===== src/hdl/ssfc_pkg.sv =====
// ----------------------------------------------------------------------------
// ssfc_pkg
// Shared types, codes and constants for the SPSC slot FIFO controller.
// ----------------------------------------------------------------------------
package ssfc_pkg;

  // Field widths
  localparam int unsigned ACT_W    = 3;
  localparam int unsigned STAT_W   = 3;
  localparam int unsigned TKT_W    = 32;
  localparam int unsigned SLOT_W   = 10;
  localparam int unsigned CAP_W    = 11;
  localparam int unsigned POS_W    = 32;
  localparam int unsigned CNT_W    = 32;
  localparam int unsigned NUM_EV   = 7;

  // Defaults and limits
  localparam int unsigned MAX_SLOTS_DEF = 1024;
  localparam int unsigned CAP_MAX       = 2047;
  localparam logic [CAP_W-1:0] CAP_RESET = CAP_W'(16);
  localparam logic [CAP_W-1:0] PEAK_MAX  = CAP_W'(2047);

  // Action codes
  localparam logic [ACT_W-1:0] ACT_CLAIM   = 3'd0;
  localparam logic [ACT_W-1:0] ACT_PUBLISH = 3'd1;
  localparam logic [ACT_W-1:0] ACT_ABORT   = 3'd2;
  localparam logic [ACT_W-1:0] ACT_ACQUIRE = 3'd3;
  localparam logic [ACT_W-1:0] ACT_RELEASE = 3'd4;
  localparam logic [ACT_W-1:0] ACT_RESET   = 3'd5;

  // Status codes
  localparam logic [STAT_W-1:0] ST_OK      = 3'd0;
  localparam logic [STAT_W-1:0] ST_BUSY    = 3'd1;
  localparam logic [STAT_W-1:0] ST_FULL    = 3'd2;
  localparam logic [STAT_W-1:0] ST_NODATA  = 3'd3;
  localparam logic [STAT_W-1:0] ST_INVALID = 3'd4;

  // Event counter indexes
  localparam int unsigned EV_PUBLISH = 0;
  localparam int unsigned EV_CONSUME = 1;
  localparam int unsigned EV_FULL    = 2;
  localparam int unsigned EV_EMPTY   = 3;
  localparam int unsigned EV_ABORT   = 4;
  localparam int unsigned EV_RESET   = 5;
  localparam int unsigned EV_ERROR   = 6;

  typedef struct packed {
    logic [ACT_W-1:0]  action;
    logic [TKT_W-1:0]  ticket_value;
    logic [SLOT_W-1:0] ticket_slot;
  } in_item_t;

  typedef struct packed {
    logic [STAT_W-1:0] status;
    logic [SLOT_W-1:0] granted_slot;
    logic [TKT_W-1:0]  granted_ticket;
    logic [CAP_W-1:0]  occupancy;
    logic [CAP_W-1:0]  peak_occupancy;
    logic [CNT_W-1:0]  publish_count;
    logic [CNT_W-1:0]  consume_count;
    logic [CNT_W-1:0]  full_count;
    logic [CNT_W-1:0]  empty_count;
    logic [CNT_W-1:0]  abort_count;
    logic [CNT_W-1:0]  reset_count;
    logic [CNT_W-1:0]  error_count;
  } out_item_t;

  // Controller to datapath commands
  typedef struct packed {
    logic load_in;   // capture accepted item
    logic exec;      // apply the action to the ring state
    logic load_out;  // fill the result register
  } cmd_t;

  typedef enum logic [2:0] {
    S_IDLE = 3'b001,
    S_EXEC = 3'b010,
    S_FIN  = 3'b100
  } state_t;

endpackage


===== src/hdl/ssfc_ctrl.sv =====
// ----------------------------------------------------------------------------
// ssfc_ctrl
// Sequencer: accept an item, execute it, then hand it to the result register.
// ----------------------------------------------------------------------------
module ssfc_ctrl (
  input  logic              clk,
  input  logic              rst_n,
  input  logic              in_valid,
  output logic              in_ready,
  output logic              out_valid,
  input  logic              out_ready,
  output ssfc_pkg::cmd_t    cmd
);

  ssfc_pkg::state_t state_r, state_nxt;
  logic             out_valid_r, out_valid_nxt;
  logic             out_free;

  assign in_ready  = (state_r == ssfc_pkg::S_IDLE);
  assign out_valid = out_valid_r;
  assign out_free  = !out_valid_r || out_ready;

  // next state and commands
  always_comb begin
    state_nxt    = state_r;
    cmd.load_in  = 1'b0;
    cmd.exec     = 1'b0;
    cmd.load_out = 1'b0;
    unique case (state_r)
      ssfc_pkg::S_IDLE: begin
        if (in_valid) begin
          cmd.load_in = 1'b1;
          state_nxt   = ssfc_pkg::S_EXEC;
        end
      end
      ssfc_pkg::S_EXEC: begin
        cmd.exec  = 1'b1;
        state_nxt = ssfc_pkg::S_FIN;
      end
      ssfc_pkg::S_FIN: begin
        if (out_free) begin
          cmd.load_out = 1'b1;
          state_nxt    = ssfc_pkg::S_IDLE;
        end
      end
      default: state_nxt = ssfc_pkg::S_IDLE;
    endcase
  end

  // result valid flag
  always_comb begin
    out_valid_nxt = out_valid_r;
    if (cmd.load_out) begin
      out_valid_nxt = 1'b1;
    end else if (out_ready) begin
      out_valid_nxt = 1'b0;
    end
  end

  always_ff @(posedge clk) begin
    if (!rst_n) begin
      state_r     <= ssfc_pkg::S_IDLE;
      out_valid_r <= 1'b0;
    end else begin
      state_r     <= state_nxt;
      out_valid_r <= out_valid_nxt;
    end
  end

  // accepted item is always executed in the following cycle
  a_accept_exec: assert property (@(posedge clk) disable iff (!rst_n)
    (in_valid && in_ready) |=> cmd.exec)
    else $error("accepted item not executed");

  // result register is never overwritten while a result waits
  a_no_overwrite: assert property (@(posedge clk) disable iff (!rst_n)
    cmd.load_out |-> (!out_valid_r || out_ready))
    else $error("result overwritten");

  // every load of the result register follows an execute
  a_load_after_exec: assert property (@(posedge clk) disable iff (!rst_n)
    ($rose(cmd.load_out) && $past(rst_n)) |-> $past(cmd.exec) || $past(state_r == ssfc_pkg::S_FIN))
    else $error("result without execute");

endmodule


===== src/hdl/ssfc_dp.sv =====
// ----------------------------------------------------------------------------
// ssfc_dp
// Ring state, ticket checks, peak tracking, event counters, result register.
// ----------------------------------------------------------------------------
module ssfc_dp #(
  parameter int unsigned MAX_SLOTS = ssfc_pkg::MAX_SLOTS_DEF
) (
  input  logic                          clk,
  input  logic                          rst_n,
  input  ssfc_pkg::cmd_t                cmd,
  input  logic                          cfg_we,
  input  logic [ssfc_pkg::CAP_W-1:0]    cfg_wdata,
  input  ssfc_pkg::in_item_t            in_item,
  output ssfc_pkg::out_item_t           out_item
);

  localparam int unsigned CAP_W = ssfc_pkg::CAP_W;
  localparam int unsigned POS_W = ssfc_pkg::POS_W;
  localparam int unsigned TKT_W = ssfc_pkg::TKT_W;
  localparam int unsigned CNT_W = ssfc_pkg::CNT_W;
  localparam int unsigned NUM_EV = ssfc_pkg::NUM_EV;
  localparam int unsigned LIM_INT =
    (MAX_SLOTS > ssfc_pkg::CAP_MAX) ? ssfc_pkg::CAP_MAX : MAX_SLOTS;
  localparam logic [CAP_W-1:0] CAP_LIM = CAP_W'(LIM_INT);

  // configuration and ring state
  logic [CAP_W-1:0]  cap_r;
  logic [POS_W-1:0]  wpos_r, wpos_nxt, rpos_r, rpos_nxt;
  logic [CAP_W-1:0]  wslot_r, wslot_nxt, rslot_r, rslot_nxt;
  logic [TKT_W-1:0]  wtkt_r, wtkt_nxt, rtkt_r, rtkt_nxt;
  logic              wheld_r, wheld_nxt, rheld_r, rheld_nxt;
  logic [CAP_W-1:0]  peak_r, peak_nxt;
  logic [CNT_W-1:0]  cnt_r [NUM_EV];
  logic [NUM_EV-1:0] bump;

  // latched item and per-item result parts
  ssfc_pkg::in_item_t          item_r;
  logic [ssfc_pkg::STAT_W-1:0] stat_r, stat_nxt;
  logic [CAP_W-1:0]            gslot_r, gslot_nxt;
  logic [TKT_W-1:0]            gtkt_r, gtkt_nxt;
  ssfc_pkg::out_item_t         out_r;

  logic [CAP_W-1:0] cap_eff;
  logic [POS_W-1:0] depth, pub_depth;
  logic [CAP_W-1:0] pub_peak;
  logic [CAP_W-1:0] occ;
  logic [TKT_W-1:0] wtkt_inc, rtkt_inc;
  logic [CAP_W:0]   wslot_inc, rslot_inc;
  logic [CAP_W-1:0] tslot_x;
  logic             wmatch, rmatch;

  // effective capacity: zero acts as one, clamp to the ring size
  always_comb begin
    if (cap_r == '0) begin
      cap_eff = CAP_W'(1);
    end else if (cap_r > CAP_LIM) begin
      cap_eff = CAP_LIM;
    end else begin
      cap_eff = cap_r;
    end
  end

  assign depth     = wpos_r - rpos_r;
  assign pub_depth = depth + POS_W'(1);
  assign pub_peak  = (pub_depth > POS_W'(ssfc_pkg::PEAK_MAX)) ?
                     ssfc_pkg::PEAK_MAX : pub_depth[CAP_W-1:0];
  assign occ       = (depth > POS_W'(cap_eff)) ? cap_eff : depth[CAP_W-1:0];

  // next ticket skips zero; ring index wraps at capacity
  assign wtkt_inc  = (wtkt_r + TKT_W'(1) == '0) ? TKT_W'(1) : wtkt_r + TKT_W'(1);
  assign rtkt_inc  = (rtkt_r + TKT_W'(1) == '0) ? TKT_W'(1) : rtkt_r + TKT_W'(1);
  assign wslot_inc = {1'b0, wslot_r} + (CAP_W+1)'(1);
  assign rslot_inc = {1'b0, rslot_r} + (CAP_W+1)'(1);

  assign tslot_x = CAP_W'(item_r.ticket_slot);
  assign wmatch  = wheld_r && (item_r.ticket_value != '0) &&
                   (item_r.ticket_value == wtkt_r) && (tslot_x == wslot_r);
  assign rmatch  = rheld_r && (item_r.ticket_value != '0) &&
                   (item_r.ticket_value == rtkt_r) && (tslot_x == rslot_r);

  // action decode
  always_comb begin
    wpos_nxt  = wpos_r;
    rpos_nxt  = rpos_r;
    wslot_nxt = wslot_r;
    rslot_nxt = rslot_r;
    wtkt_nxt  = wtkt_r;
    rtkt_nxt  = rtkt_r;
    wheld_nxt = wheld_r;
    rheld_nxt = rheld_r;
    peak_nxt  = peak_r;
    stat_nxt  = ssfc_pkg::ST_OK;
    gslot_nxt = '0;
    gtkt_nxt  = '0;
    bump      = '0;
    unique case (item_r.action)
      ssfc_pkg::ACT_CLAIM: begin
        if (wheld_r) begin
          stat_nxt = ssfc_pkg::ST_BUSY;
          bump[ssfc_pkg::EV_ERROR] = 1'b1;
        end else if (depth >= POS_W'(cap_eff)) begin
          stat_nxt = ssfc_pkg::ST_FULL;
          bump[ssfc_pkg::EV_FULL] = 1'b1;
        end else begin
          wtkt_nxt  = wtkt_inc;
          wheld_nxt = 1'b1;
          gslot_nxt = wslot_r;
          gtkt_nxt  = wtkt_inc;
        end
      end
      ssfc_pkg::ACT_PUBLISH: begin
        if (!wmatch) begin
          stat_nxt = ssfc_pkg::ST_INVALID;
          bump[ssfc_pkg::EV_ERROR] = 1'b1;
        end else begin
          wpos_nxt  = wpos_r + POS_W'(1);
          wslot_nxt = (wslot_inc >= {1'b0, cap_eff}) ? '0 : wslot_inc[CAP_W-1:0];
          wheld_nxt = 1'b0;
          if (pub_peak > peak_r) begin
            peak_nxt = pub_peak;
          end
          bump[ssfc_pkg::EV_PUBLISH] = 1'b1;
        end
      end
      ssfc_pkg::ACT_ABORT: begin
        if (!wmatch) begin
          stat_nxt = ssfc_pkg::ST_INVALID;
          bump[ssfc_pkg::EV_ERROR] = 1'b1;
        end else begin
          wheld_nxt = 1'b0;
          bump[ssfc_pkg::EV_ABORT] = 1'b1;
        end
      end
      ssfc_pkg::ACT_ACQUIRE: begin
        if (rheld_r) begin
          stat_nxt = ssfc_pkg::ST_BUSY;
          bump[ssfc_pkg::EV_ERROR] = 1'b1;
        end else if (rpos_r == wpos_r) begin
          stat_nxt = ssfc_pkg::ST_NODATA;
          bump[ssfc_pkg::EV_EMPTY] = 1'b1;
        end else begin
          rtkt_nxt  = rtkt_inc;
          rheld_nxt = 1'b1;
          gslot_nxt = rslot_r;
          gtkt_nxt  = rtkt_inc;
        end
      end
      ssfc_pkg::ACT_RELEASE: begin
        if (!rmatch) begin
          stat_nxt = ssfc_pkg::ST_INVALID;
          bump[ssfc_pkg::EV_ERROR] = 1'b1;
        end else begin
          rpos_nxt  = rpos_r + POS_W'(1);
          rslot_nxt = (rslot_inc >= {1'b0, cap_eff}) ? '0 : rslot_inc[CAP_W-1:0];
          rheld_nxt = 1'b0;
          bump[ssfc_pkg::EV_CONSUME] = 1'b1;
        end
      end
      ssfc_pkg::ACT_RESET: begin
        if (wheld_r || rheld_r) begin
          stat_nxt = ssfc_pkg::ST_BUSY;
          bump[ssfc_pkg::EV_ERROR] = 1'b1;
        end else begin
          wpos_nxt  = '0;
          rpos_nxt  = '0;
          wslot_nxt = '0;
          rslot_nxt = '0;
          bump[ssfc_pkg::EV_RESET] = 1'b1;
        end
      end
      default: begin
        stat_nxt = ssfc_pkg::ST_INVALID;
      end
    endcase
  end

  // control state: configuration, ring, tickets, peak, counters
  always_ff @(posedge clk) begin
    if (!rst_n) begin
      cap_r   <= ssfc_pkg::CAP_RESET;
      wpos_r  <= '0;
      rpos_r  <= '0;
      wslot_r <= '0;
      rslot_r <= '0;
      wtkt_r  <= '0;
      rtkt_r  <= '0;
      wheld_r <= 1'b0;
      rheld_r <= 1'b0;
      peak_r  <= '0;
      for (int i = 0; i < NUM_EV; i++) begin
        cnt_r[i] <= '0;
      end
    end else begin
      if (cfg_we) begin
        cap_r <= cfg_wdata;
      end
      if (cmd.exec) begin
        wpos_r  <= wpos_nxt;
        rpos_r  <= rpos_nxt;
        wslot_r <= wslot_nxt;
        rslot_r <= rslot_nxt;
        wtkt_r  <= wtkt_nxt;
        rtkt_r  <= rtkt_nxt;
        wheld_r <= wheld_nxt;
        rheld_r <= rheld_nxt;
        peak_r  <= peak_nxt;
        for (int i = 0; i < NUM_EV; i++) begin
          if (bump[i] && (cnt_r[i] != '1)) begin
            cnt_r[i] <= cnt_r[i] + CNT_W'(1);
          end
        end
      end
    end
  end

  // payload registers
  always_ff @(posedge clk) begin
    if (cmd.load_in) begin
      item_r <= in_item;
    end
    if (cmd.exec) begin
      stat_r  <= stat_nxt;
      gslot_r <= gslot_nxt;
      gtkt_r  <= gtkt_nxt;
    end
    if (cmd.load_out) begin
      out_r.status         <= stat_r;
      out_r.granted_slot   <= gslot_r[ssfc_pkg::SLOT_W-1:0];
      out_r.granted_ticket <= gtkt_r;
      out_r.occupancy      <= occ;
      out_r.peak_occupancy <= peak_r;
      out_r.publish_count  <= cnt_r[ssfc_pkg::EV_PUBLISH];
      out_r.consume_count  <= cnt_r[ssfc_pkg::EV_CONSUME];
      out_r.full_count     <= cnt_r[ssfc_pkg::EV_FULL];
      out_r.empty_count    <= cnt_r[ssfc_pkg::EV_EMPTY];
      out_r.abort_count    <= cnt_r[ssfc_pkg::EV_ABORT];
      out_r.reset_count    <= cnt_r[ssfc_pkg::EV_RESET];
      out_r.error_count    <= cnt_r[ssfc_pkg::EV_ERROR];
    end
  end

  assign out_item = out_r;

  // an action moves at most one event counter
  a_one_event: assert property (@(posedge clk) disable iff (!rst_n)
    $onehot0(bump))
    else $error("more than one event counted");

  // the peak never drops
  a_peak_mono: assert property (@(posedge clk) disable iff (!rst_n)
    $past(rst_n) |-> (peak_r >= $past(peak_r)))
    else $error("peak decreased");

  // ring state only moves when an item executes
  a_state_quiet: assert property (@(posedge clk) disable iff (!rst_n)
    (!cmd.exec) |=> ($stable(wpos_r) && $stable(rpos_r) && $stable(wheld_r) &&
                     $stable(rheld_r)))
    else $error("ring state changed without execute");

endmodule


===== src/hdl/spsc_slot_fifo_controller_core.sv =====
// ----------------------------------------------------------------------------
// spsc_slot_fifo_controller_core
// Slot-ownership controller for a single-producer single-consumer ring FIFO.
//
//   channel  direction  handshake              payload
//   in_      input      in_valid / in_ready    ssfc_pkg::in_item_t
//   out_     output     out_valid / out_ready  ssfc_pkg::out_item_t
//   cfg_     input      cfg_we (no wait)       slot capacity, 11 bits
//
// Each item passes three steps: capture, execute, load of the result
// register; the sequencer in ssfc_ctrl sets this order.
// The next item is accepted while a result still waits in the output register.
// A stalled output holds only the final step; the result register drains first.
// rst_n is synchronous; it sets the capacity to 16 and zeroes the control state.
// ----------------------------------------------------------------------------
module spsc_slot_fifo_controller_core #(
  parameter int unsigned MAX_SLOTS = ssfc_pkg::MAX_SLOTS_DEF
) (
  input  logic                         clk,
  input  logic                         rst_n,
  input  logic                         in_valid,
  output logic                         in_ready,
  input  ssfc_pkg::in_item_t           in_item,
  output logic                         out_valid,
  input  logic                         out_ready,
  output ssfc_pkg::out_item_t          out_item,
  input  logic                         cfg_we,
  input  logic [ssfc_pkg::CAP_W-1:0]   cfg_wdata
);

  ssfc_pkg::cmd_t cmd;

  ssfc_ctrl u_ctrl (
    .clk       (clk),
    .rst_n     (rst_n),
    .in_valid  (in_valid),
    .in_ready  (in_ready),
    .out_valid (out_valid),
    .out_ready (out_ready),
    .cmd       (cmd)
  );

  ssfc_dp #(
    .MAX_SLOTS (MAX_SLOTS)
  ) u_dp (
    .clk       (clk),
    .rst_n     (rst_n),
    .cmd       (cmd),
    .cfg_we    (cfg_we),
    .cfg_wdata (cfg_wdata),
    .in_item   (in_item),
    .out_item  (out_item)
  );

endmodule

===== config.mk =====
export PLATFORM = sky130hd
export DESIGN_NAME = spsc_slot_fifo_controller_core
export DESIGN_NICKNAME = d
export VERILOG_FILES = /design/src/hdl/ssfc_pkg.sv /design/src/hdl/ssfc_ctrl.sv /design/src/hdl/ssfc_dp.sv /design/src/hdl/spsc_slot_fifo_controller_core.sv
export SDC_FILE = /design/constraint.sdc
export NUM_CORES = 1
export LEC_CHECK = 0
export BUFFER_PORTS_ARGS = -buffer_cell sky130_fd_sc_hd__buf_2
export CAP_MARGIN = 20
export CORE_MARGIN = 8
export CORE_UTILIZATION = 55
export DETAILED_ROUTE_END_ITERATION = 16
export PLACE_DENSITY_LB_ADDON = 0.1
export SLEW_MARGIN = 20
export SYNTH_ARGS = -nofsm -noshare
export SYNTH_HDL_FRONTEND = slang
export SYNTH_SLANG_ARGS = --single-unit

===== constraint.sdc =====
create_clock -name clk -period 9.95 [get_ports clk]
set_input_delay 1.4925 -clock clk [delete_from_list [all_inputs] [get_ports clk]]
set_output_delay 1.4925 -clock clk [all_outputs]
set_load 0.005 [all_outputs]

== Word level (Yosys, flattened, before mapping) ==
Memories as Yosys holds them, arrays and structs flattened.
Index checks and enable logic that the tools add are counted.

* Logic and storage cells: 234
* Flip-flop bits (word level): 559
* Bits in writable memories: 224
* Memories: 1
* Output and inout bits: 293

* Magnitude comparators: 7
* Eq/ne operators: 26
* $add $sub $neg: 15
* Bitwise operators: 11
* Reductions and logical operators: 35
* Mux-type cells: 109

{| class="wikitable"
|+ Memories
! name !! words !! width !! rd ports !! clocked after Yosys merged registers in !! wr ports !! RTL line !! source
|-
| u_dp.cnt_r || 7 || 32 || 7 || 0 || 7 || ssfc_dp.sv:33 || <nowiki>logic [CNT_W-1:0] cnt_r [NUM_EV];</nowiki>
|}

{| class="wikitable"
|+ Operators with widths
! kind !! count
|-
| two-way mux 32 bit || 16
|-
| adder 32 x 1 -> 32 bit (second input constant) || 12
|-
| != test 32 bit (second input constant) || 7
|-
| case mux 32 bit (2 select lines) || 3
|-
| two-way mux 11 bit || 9
|-
| equality test 32 bit || 3
|-
| zero test 32 bit || 2
|-
| two-way mux 1 bit || 61
|-
| case mux 11 bit (2 select lines) || 2
|-
| two-way mux 10 bit || 4
|-
| greater-or-equal comparator 32 x 11 -> 1 bit || 1
|-
| greater-than comparator 32 x 11 -> 1 bit || 1
|-
| greater-than comparator 32 x 11 -> 1 bit (second input constant) || 1
|-
| nonzero test 32 bit || 1
|-
| subtractor 32 bit || 1
|-
| adder 11 x 1 -> 12 bit (second input constant) || 2
|-
| greater-or-equal comparator 12 x 11 -> 1 bit || 2
|-
| equality test 10 x 11 -> 1 bit || 2
|-
| case mux 10 bit (2 select lines) || 1
|-
| AND reduction 4 bit || 5
|-
| two-way mux 3 bit || 6
|-
| case mux 3 bit (5 select lines) || 1
|-
| logical AND 1 bit || 13
|-
| greater-than comparator 11 bit || 1
|-
| 20 further kinds || 46
|}

== Depth between registers and ports, before layout ==
Gate-level depths: netlist of run 1.

* Depth in word-level cells: 13
* Mapped depth: 29
* Gate-level depth less buffers: 27

== By module ==
A second synthesis of run 1 with hierarchy kept.

* Cell total of the unflattened synthesis: 3540
* Area total of the unflattened synthesis: 38548.2 um^2

{| class="wikitable"
|+ By module, submodules not included
! module !! times used !! cells each !! sequential area each (um^2) !! area each (um^2)
|-
| ssfc_dp || 1 || 3520 || 21650.8 || 38345.5
|-
| ssfc_ctrl || 1 || 20 || 80.1 || 202.7
|}

== Least setup slack after synthesis of run 1 ==
No wires, ideal clock.

* Path type: input-to-reg
* From: in out_ready
* To: reg, netlist name u_dp.out_item[0]
* Arrival time: 8.281 ns
* Path buffers: 0
* Data required time: 9.259 ns
* Setup slack: 0.978 ns
* Cell stages on the path: 2
* Cells stage by stage: nand2b_1 > and3_1

{| class="wikitable"
|+ RTL lines
! what !! RTL line !! source
|-
| start, declared || spsc_slot_fifo_controller_core.sv:25 || <nowiki>input logic out_ready,</nowiki>
|}

== Worst setup path after layout of run 1 ==
* From: reg u_dp.wpos_r[0]
* To: reg u_dp.peak_r[7]

* Longest elaborated chain between the ends: 6

{| class="wikitable"
|+ RTL lines
! what !! RTL line !! source
|-
| start, declared || ssfc_dp.sv:28 || <nowiki>logic [POS_W-1:0] wpos_r, wpos_nxt, rpos_r, rpos_nxt;</nowiki>
|-
| start signal, assigned || ssfc_dp.sv:198 || <nowiki>wpos_r <= wpos_nxt;</nowiki>
|-
| subtractor 32 bit (*) || ssfc_dp.sv:63 || <nowiki>assign depth = wpos_r - rpos_r;</nowiki>
|-
| adder 32 x 1 -> 32 bit (*) || ssfc_dp.sv:64 || <nowiki>assign pub_depth = depth + POS_W'(1);</nowiki>
|-
| greater-than comparator 32 x 11 -> 1 bit || ssfc_dp.sv:65 || <nowiki>assign pub_peak = (pub_depth > POS_W'(ssfc_pkg::PEAK_MAX)) ?</nowiki>
|-
| two-way mux 11 bit (*) || ssfc_dp.sv:65 ||
|-
| named net u_dp.pub_peak[1] || ssfc_dp.sv:45 || <nowiki>logic [CAP_W-1:0] pub_peak;</nowiki>
|-
| greater-than comparator 11 bit (*) || ssfc_dp.sv:119 || <nowiki>if (pub_peak > peak_r) begin</nowiki>
|-
| AND reduction 4 bit (no line) (*) || -- ||
|-
| end signal, assigned || ssfc_dp.sv:206 || <nowiki>peak_r <= peak_nxt;</nowiki>
|-
| end, declared || ssfc_dp.sv:32 || <nowiki>logic [CAP_W-1:0] peak_r, peak_nxt;</nowiki>
|}

The timed path passes the listed nets; every way through them passes the cells marked *.
A chain may end at the register's enable or synchronous reset.

==> summary.md, run 1 <==
| Metric | Value |
|---|---|
| Status | `complete, no violations` |
| Fraction of layout cells with a size suffix above 1 | `14.5%` |
| Synthesized instance count | `3550` |
| Placed cell count | `4698` |
| RSZ-0062 raised after global routing | `false` |
| Clock buffer depth | `3` |
| Req. time, crit path | `10.42 ns` |
| Worst EP arrival | `7.60 ns` |
| Cell Area, Synth | `38500 um2` |
| Wirelength per Cell | `19.9 um` |
| Slew headroom | `28.1%` |
| Vias/cell | `5.72` |
| DIE WIDTH | `281 um` |
| Largest net degree at the start of global routing | `163` |
| Most numerous cell in the Yosys netlist | `edfxtp_1` |
| CTS resizes | `0` |
| DR top layer | `met4` |
| Synth Flop Type | `edfxtp_1` |
| Final period util | `71.6%` |
| Drt pass-1 iters | `5` |
| Pins Over Slew Limit | `0` |
| Setup TNS | `0 ns` |
| Clock sinks | `783` |
| GRT Total Usage | `23.8%` |
| Core area | `69700 um2` |
| Die ar. | `78800 um2` |
| CTS tree | `built` |
| Port bufs | `353` |
| Post-synth top area cell | `edfxtp_1` |
| Crit path time final | `7.13 ns` |
| YS warnings | `0` |
| Diode count | `0` |
| Crit start category | `flip-flop` |
| Sequential-to-total area share from yosys stat | `56.4%` |
| Post-cts hold buffer count | `0` |
| Fin. Hold Viols | `0` |
| Final Skew | `0.0291 ns` |
| Met1 wire length | `42.7 mm` |
| Number of global-route vias before repair | `26.3k` |
| WL met2 | `45.2 mm` |
| FFs w/ async S/R, synth | `0%` |
| Hold Path Class | `reg2reg` |
| Finished Core Util | `62.9%` |
| First-pass GRT wire length | `150 mm` |
| EDFF count, synth | `605` |
| Top cells by count, synth | `605 x edfxtp_1, 419 x nor2_1, 302 x xor2_1` |
| H-Tree Depth | `3` |
| Share of the synthesized area in the top cell type | `47.1%` |
| Initial core utilization | `55.3%` |
| Actual slew at the worst max-slew pin | `1.07 ns` |
| Fmax | `140 MHz` |
| Vias post-DR | `27.8k` |
| Syn avg cell area | `10.9 um2` |
| Die Height | `281 um` |
| Synthesized net count | `3702` |
| Reg2Reg Setup Slack | `2.82 ns` |
| Worst Setup Path Type | `reg2reg` |
| Routability congestion estimate | `0.939` |
| Static Leak | `15.8 nW` |
| Grt ovf | `0` |
| Minimum setup slack after placement | `2.95 ns` |
| Post-synth cell types | `84` |
| CP Capture Type | `flip-flop` |
| Post-CTS setup buffers | `0` |
| Power per Cell Area | `158 nW/um2` |
| DR WL met3 | `6.39 mm` |
| Antenna violations before repair | `1` |
| TritonCTS Buffers | `83` |
| FILL cells | `5739` |
| Worst VDD drop | `0.140 mV` |
| Final setup violation count | `0` |
| MaxCap Viol Count | `0` |
| Post-route insts no fill | `4855` |
| Ports | `354` |
| Final worst setup slack | `2.82 ns` |
| Worst-path clk slew | `0.06 ns` |
| DRT Wirelength | `96.6 mm` |
| DRT antenna net count | `0` |
| Cell row count | `97` |
| Crit-path max FO | `22` |
| DP Wirelength | `69.4 mm` |
| DRC viols | `0` |
| Area Growth Syn to Fin | `13.7%` |
| Top post-synthesis cells by area | `edfxtp_1 47%, dfxtp_1 9.2%, xor2_1 6.9%` |
| Final Power | `6.93 mW` |
| Seq cells post-synth | `783` |
| Total Nets Final | `3997` |
| Worst-Skew Late Latency | `0.64 ns` |
| DRT iter0 DRCs | `2505` |
| CTS root buffer | `clkbuf_16` |
[routing by layer]
metal	track usage [%]	vias up
met2	38.7	848
met4	6.26	0
met1	33.1	13400
met5	0	-
met3	3.96	140
li1	-	13400
[cell families (layout without fill, tap and decap cells)]
group | count (synthesis) | after routing | share of synthesized area [%]
XOR/XNOR | 482 | 482 | 11.0
AO/OA/AOI/OAI | 451 | 451 | 7.30
flip-flops | 783 | 783 | 56.4
adder cells (fa/ha/maj) | 91 | 91 | 2.97
AND/OR/NAND/NOR | 1422 | 1422 | 18.4
buffers and inverters | 280 | 645 | 2.92
multiplexers | 41 | 41 | 1.09
[cell type report]
type	count	area, um2	share of cell area [%]
Clock buffer	114	2320	5.29
Clock inverter	41	405	0.925
Inverter	104	395	0.902
Multi-Input combinational cell	2487	15700	35.9
Sequential cell	783	21700	49.6
Tap cell	940	1180	2.68
Timing Repair Buffer	386	2050	4.67
[state kept, by name (all words and copies together), names as in the netlist]
name,count
u_dp.out_item,291
u_dp.cnt_r,224
u_dp.item_r,45
u_dp.gtkt_r,32
u_dp.rpos_r,32
u_dp.rtkt_r,32
u_dp.wpos_r,32
u_dp.wtkt_r,32
u_dp.cap_r,11
u_dp.peak_r,11
u_dp.rslot_r,11
u_dp.wslot_r,11
u_dp.gslot_r,10
u_ctrl.state_r,3
u_dp.stat_r,3
u_ctrl.out_valid,1
u_dp.rheld_r,1
u_dp.wheld_r,1
[report_power, final]
| part | internal [mW] | total, mW | switching, mW | leakage, nW |
|---|---|---|---|---|
| registers | 3.58 | 3.66 | 0.0799 | 7.10 |
| logic | 0.0937 | 0.246 | 0.152 | 7.44 |
| clock network | 1.71 | 3.02 | 1.32 | 1.29 |
[final timing paths]
check,end,depth (start not counted),startpoint
worst min-delay path,u_dp.out_item[284],0,u_dp.gslot_r[6]
worst min register to register,u_dp.out_item[284],0,u_dp.gslot_r[6]
worst max register to register,u_dp.peak_r[7],26,u_dp.wpos_r[0]
worst max-delay path,u_dp.peak_r[7],26,u_dp.wpos_r[0]
[stage by stage]
step | area [um2] | hold slack [ns]
floorplan | 38500 | 0.400
global placement | 41000 | 0.401
detailed placement | 41000 | 0.405
CTS | 43800 | 0.413
global route | 43800 | 0.420
finish | 43800 | 0.410
[critical path, stage by stage, from the launching register on]
cell and delay [ns]:
dfxtp_1 0.41, inv_1 0.07, ha_1 0.20, fa_1 0.40
nand2b_1 0.20, a21boi_0 0.39, o21a_1 0.33, a31oi_2 0.13
xnor2_1 0.51, and2_1 0.27, nand4_1 0.13, or4_1 0.40
a2111oi_0 0.40, o21a_1 0.64, nand3_1 0.16, ha_1 0.32
nor2b_1 0.14, o21a_1 0.16, o21a_1 0.16, o21a_1 0.16
o21a_1 0.16, o21a_1 0.17, o21a_1 0.16, o21a_1 0.31
o21a_1 0.35, o21ai_0 0.20, a21oi_1 0.05
[cells in the final DEF (no fill, tap or decap), drive strengths merged, types with 30 or more instances in the layout]
master	synthesis	final
clkbuf	148	115
mux2i	32	32
inv	103	105
nor3	61	61
o22ai	30	30
xor2	302	302
nand4	80	80
and3	102	102
or3	58	58
nor4	108	108
nor2	419	419
o21ai	123	123
buf	28	385
edfxtp	605	605
dfxtp	178	178
ha	90	90
a21oi	131	131
nand2	259	259
nand3	176	176
xnor2	180	180
(Power assumes the default switching activity.)
==> run 2: changes to the inputs <==
--- a/config.mk
+++ b/config.mk
@@ -8,7 +8,7 @@
 export BUFFER_PORTS_ARGS = -buffer_cell sky130_fd_sc_hd__buf_2
 export CAP_MARGIN = 20
 export CORE_MARGIN = 8
-export CORE_UTILIZATION = 55
+export CORE_UTILIZATION = 54
 export DETAILED_ROUTE_END_ITERATION = 16
 export PLACE_DENSITY_LB_ADDON = 0.1
 export SLEW_MARGIN = 20
==> constraint.sdc (replaced) <==
create_clock -name clk -period 6 [get_ports clk]
set_input_delay 0.9 -clock clk [delete_from_list [all_inputs] [get_ports clk]]
set_output_delay 0.9 -clock clk [all_outputs]
set_load 0.005 [all_outputs]
==> summary.md, run 2 (synthesized netlist as in run 1, its figures left out) <==
| Metric | Value |
|---|---|
| Status | `complete, no violations` |
| Slew headroom | `28.8% (+0.68 points)` |
| Diode count | `0 (unchanged)` |
| Req. time, crit path | `6.50 ns (-3.92 ns)` |
| TritonCTS Buffers | `84 (+1.2%)` |
| Area Growth Syn to Fin | `16.4%` |
| MaxCap Viol Count | `0 (unchanged)` |
| GRT met1 Usage | `33.2% (+0.073 points)` |
| Number of global-route vias before repair | `26.5k (+0.83%)` |
| CTS tree | `built` |
| Antenna violations before repair | `3 (+2)` |
| GR Util met3 | `4.66% (+0.70 points)` |
| DRC viols | `0 (unchanged)` |
| Routability congestion estimate | `0.918 (-2.3%)` |
| Port bufs | `353 (unchanged)` |
| DRT iter0 DRCs | `2616 (+4.4%)` |
| Clock buffer depth | `3 (unchanged)` |
| Vias/cell | `5.68 (-0.59%)` |
| Fmax | `171 MHz (+22%)` |
| Most common cell after layout, fill and taps aside | `edfxtp_1` |
| GRT Total Usage | `23.6% (-0.21 points)` |
| Drt pass-1 iters | `6 (+1)` |
| Initial core utilization | `54.2% (-1.1 points)` |
| Dpl cell area | `41500 um2 (+1.1%)` |
| CP Capture Type | `flip-flop` |
| First-pass GRT wire length | `153 mm (+1.9%)` |
| Die ar. | `80200 um2 (+1.7%)` |
| Core area | `71100 um2 (+2.1%)` |
| Die Height | `283 um (+0.87%)` |
| Cell row count | `98 (+1.0%)` |
| DRT Wirelength | `98.8 mm (+2.3%)` |
| Largest net degree at the start of global routing | `169 (+3.7%)` |
| Static Leak | `16.3 nW (+3.2%)` |
| Worst-Skew Late Latency | `0.65 ns (about the same)` |
| DP Wirelength | `71.7 mm (+3.3%)` |
| Fraction of layout cells with a size suffix above 1 | `17.6% (+3.1 points)` |
| Total Nets Final | `4072 (+1.9%)` |
| DRT antenna net count | `0 (unchanged)` |
| Crit-path max FO | `11 (-50%)` |
| Final setup violation count | `0 (unchanged)` |
| Final Skew | `0.0339 ns (+0.00486 ns)` |
| Final period util | `97.6% (+26 points)` |
| Vias post-DR | `28.1k (+1.1%)` |
| CTS root buffer | `clkbuf_16` |
| Post-cts hold buffer count | `0 (unchanged)` |
| Worst EP arrival | `6.36 ns (-1.24 ns)` |
| Ports | `354 (unchanged)` |
| Finished Core Util | `63.1% (+0.22 points)` |
| Grt ovf | `0 (unchanged)` |
| Crit start category | `flip-flop` |
| Pins Over Slew Limit | `0 (unchanged)` |
| Crit path time final | `5.86 ns (-1.27 ns)` |
| Actual slew at the worst max-slew pin | `1.07 ns (-0.00865 ns)` |
| H-Tree Depth | `3 (unchanged)` |
| Max reg flops | `291 (unchanged)` |
| Clock sinks | `783 (unchanged)` |
| DIE WIDTH | `283 um (+0.87%)` |
| M2 GR Usage | `36.9% (-1.8 points)` |
| Wirelength per Cell | `20.0 um (+0.59%)` |
| Commonest non-fill, non-tap cells in the layout | `605 x edfxtp_1, 417 x nor2_1, 353 x buf_2, 301 x xor2_1, 255 x nand2_1` |
| Worst Setup Path Type | `reg2reg` |
| FILL cells | `5806 (+1.2%)` |
| Power per Cell Area | `258 nW/um2 (+63%)` |
| Hold Path Class | `reg2reg` |
| Worst-path clk slew | `0.06 ns (about the same)` |
| Worst VDD drop | `0.225 mV (+61%)` |
| Final Power | `11.6 mW (+67%)` |
| Fin. Hold Viols | `0 (unchanged)` |
| Final Cell Area | `44900 um2 (+2.4%)` |
| Top Usage Layer GRT | `met2` |
run 2: through the flow:
step	TNS (ns)	std cells	hold WS, ns	setup slack (ns)
3_5_place_dp	-0.310	4762	0.405	-0.0407
3_3_place_gp	0	4762	0.402	0.0195
6_report	0	4939	0.415	0.142
5_1_grt	-0.952	4939	0.404	-0.124
4_1_cts	0	4917	0.387	0.0150
2_1_floorplan	-1.02	3550	0.400	-0.102
run 2: metal layers:
layer,part of all wire [%],vias to the layer above,wire length (um)
li1,-,13600,-
met1,44,13400,43700
met2,46,946,45200
met3,7.3,149,7210
met4,2.8,2,2720
met5,0.013,-,13
run 2: cell type report:
cell class	count	area (um2)	share of cell area, %
Clock buffer	106	2240	4.98
Clock inverter	49	482	1.07
Inverter	104	393	0.875
Multi-Input combinational cell	2487	16200	36.1
Sequential cell	783	21700	48.4
Tap cell	950	1190	2.65
Timing Repair Buffer	460	2670	5.94
run 2: final timing paths:
| path | start | end | slack (ns) | depth (start not counted) |
|---|---|---|---|---|
| min reg2reg | u_dp.stat_r[2] | u_dp.out_item[290] | 0.41 | 0 |
| max | u_dp.rpos_r[11] | u_dp.peak_r[4] | 0.14 | 26 |
| min | u_dp.stat_r[2] | u_dp.out_item[290] | 0.41 | 0 |
| max reg2reg | u_dp.rpos_r[11] | u_dp.peak_r[4] | 0.14 | 26 |
run 2: repair_timing:
item,in CTS,in global routing
gates cloned,0,1
resized for setup,8,89
endpoints found under the hold margin,0,0
pin swaps,0,34
setup endpoints to repair,11,11
buffers inserted,0,16
run 2: power by group:
part / switching (mW) / internal [mW]
registers: 0.133 / 5.94
logic: 0.261 / 0.177
clock network: 2.19 / 2.90
total: 2.59 / 9.01
run 2: critical path, stage by stage (launching register included):
cell	delay, ns
dfxtp_1	0.29
inv_1	0.12
ha_2	0.35
a21o_1	0.21
a21o_1	0.18
a21o_1	0.21
buf_4	0.16
o31a_1	0.29
nor2_1	0.14
and4_1	0.23
nand4_1	0.18
or4_4	0.54
a2111oi_4	0.30
o21a_1	0.21
nand3_1	0.09
ha_1	0.32
nor2b_1	0.13
o21a_1	0.16
o21a_1	0.16
o21a_1	0.16
o21a_1	0.16
o21a_1	0.16
o21a_1	0.17
o21a_2	0.25
o21a_4	0.27
o21ai_0	0.20
a21oi_1	0.06
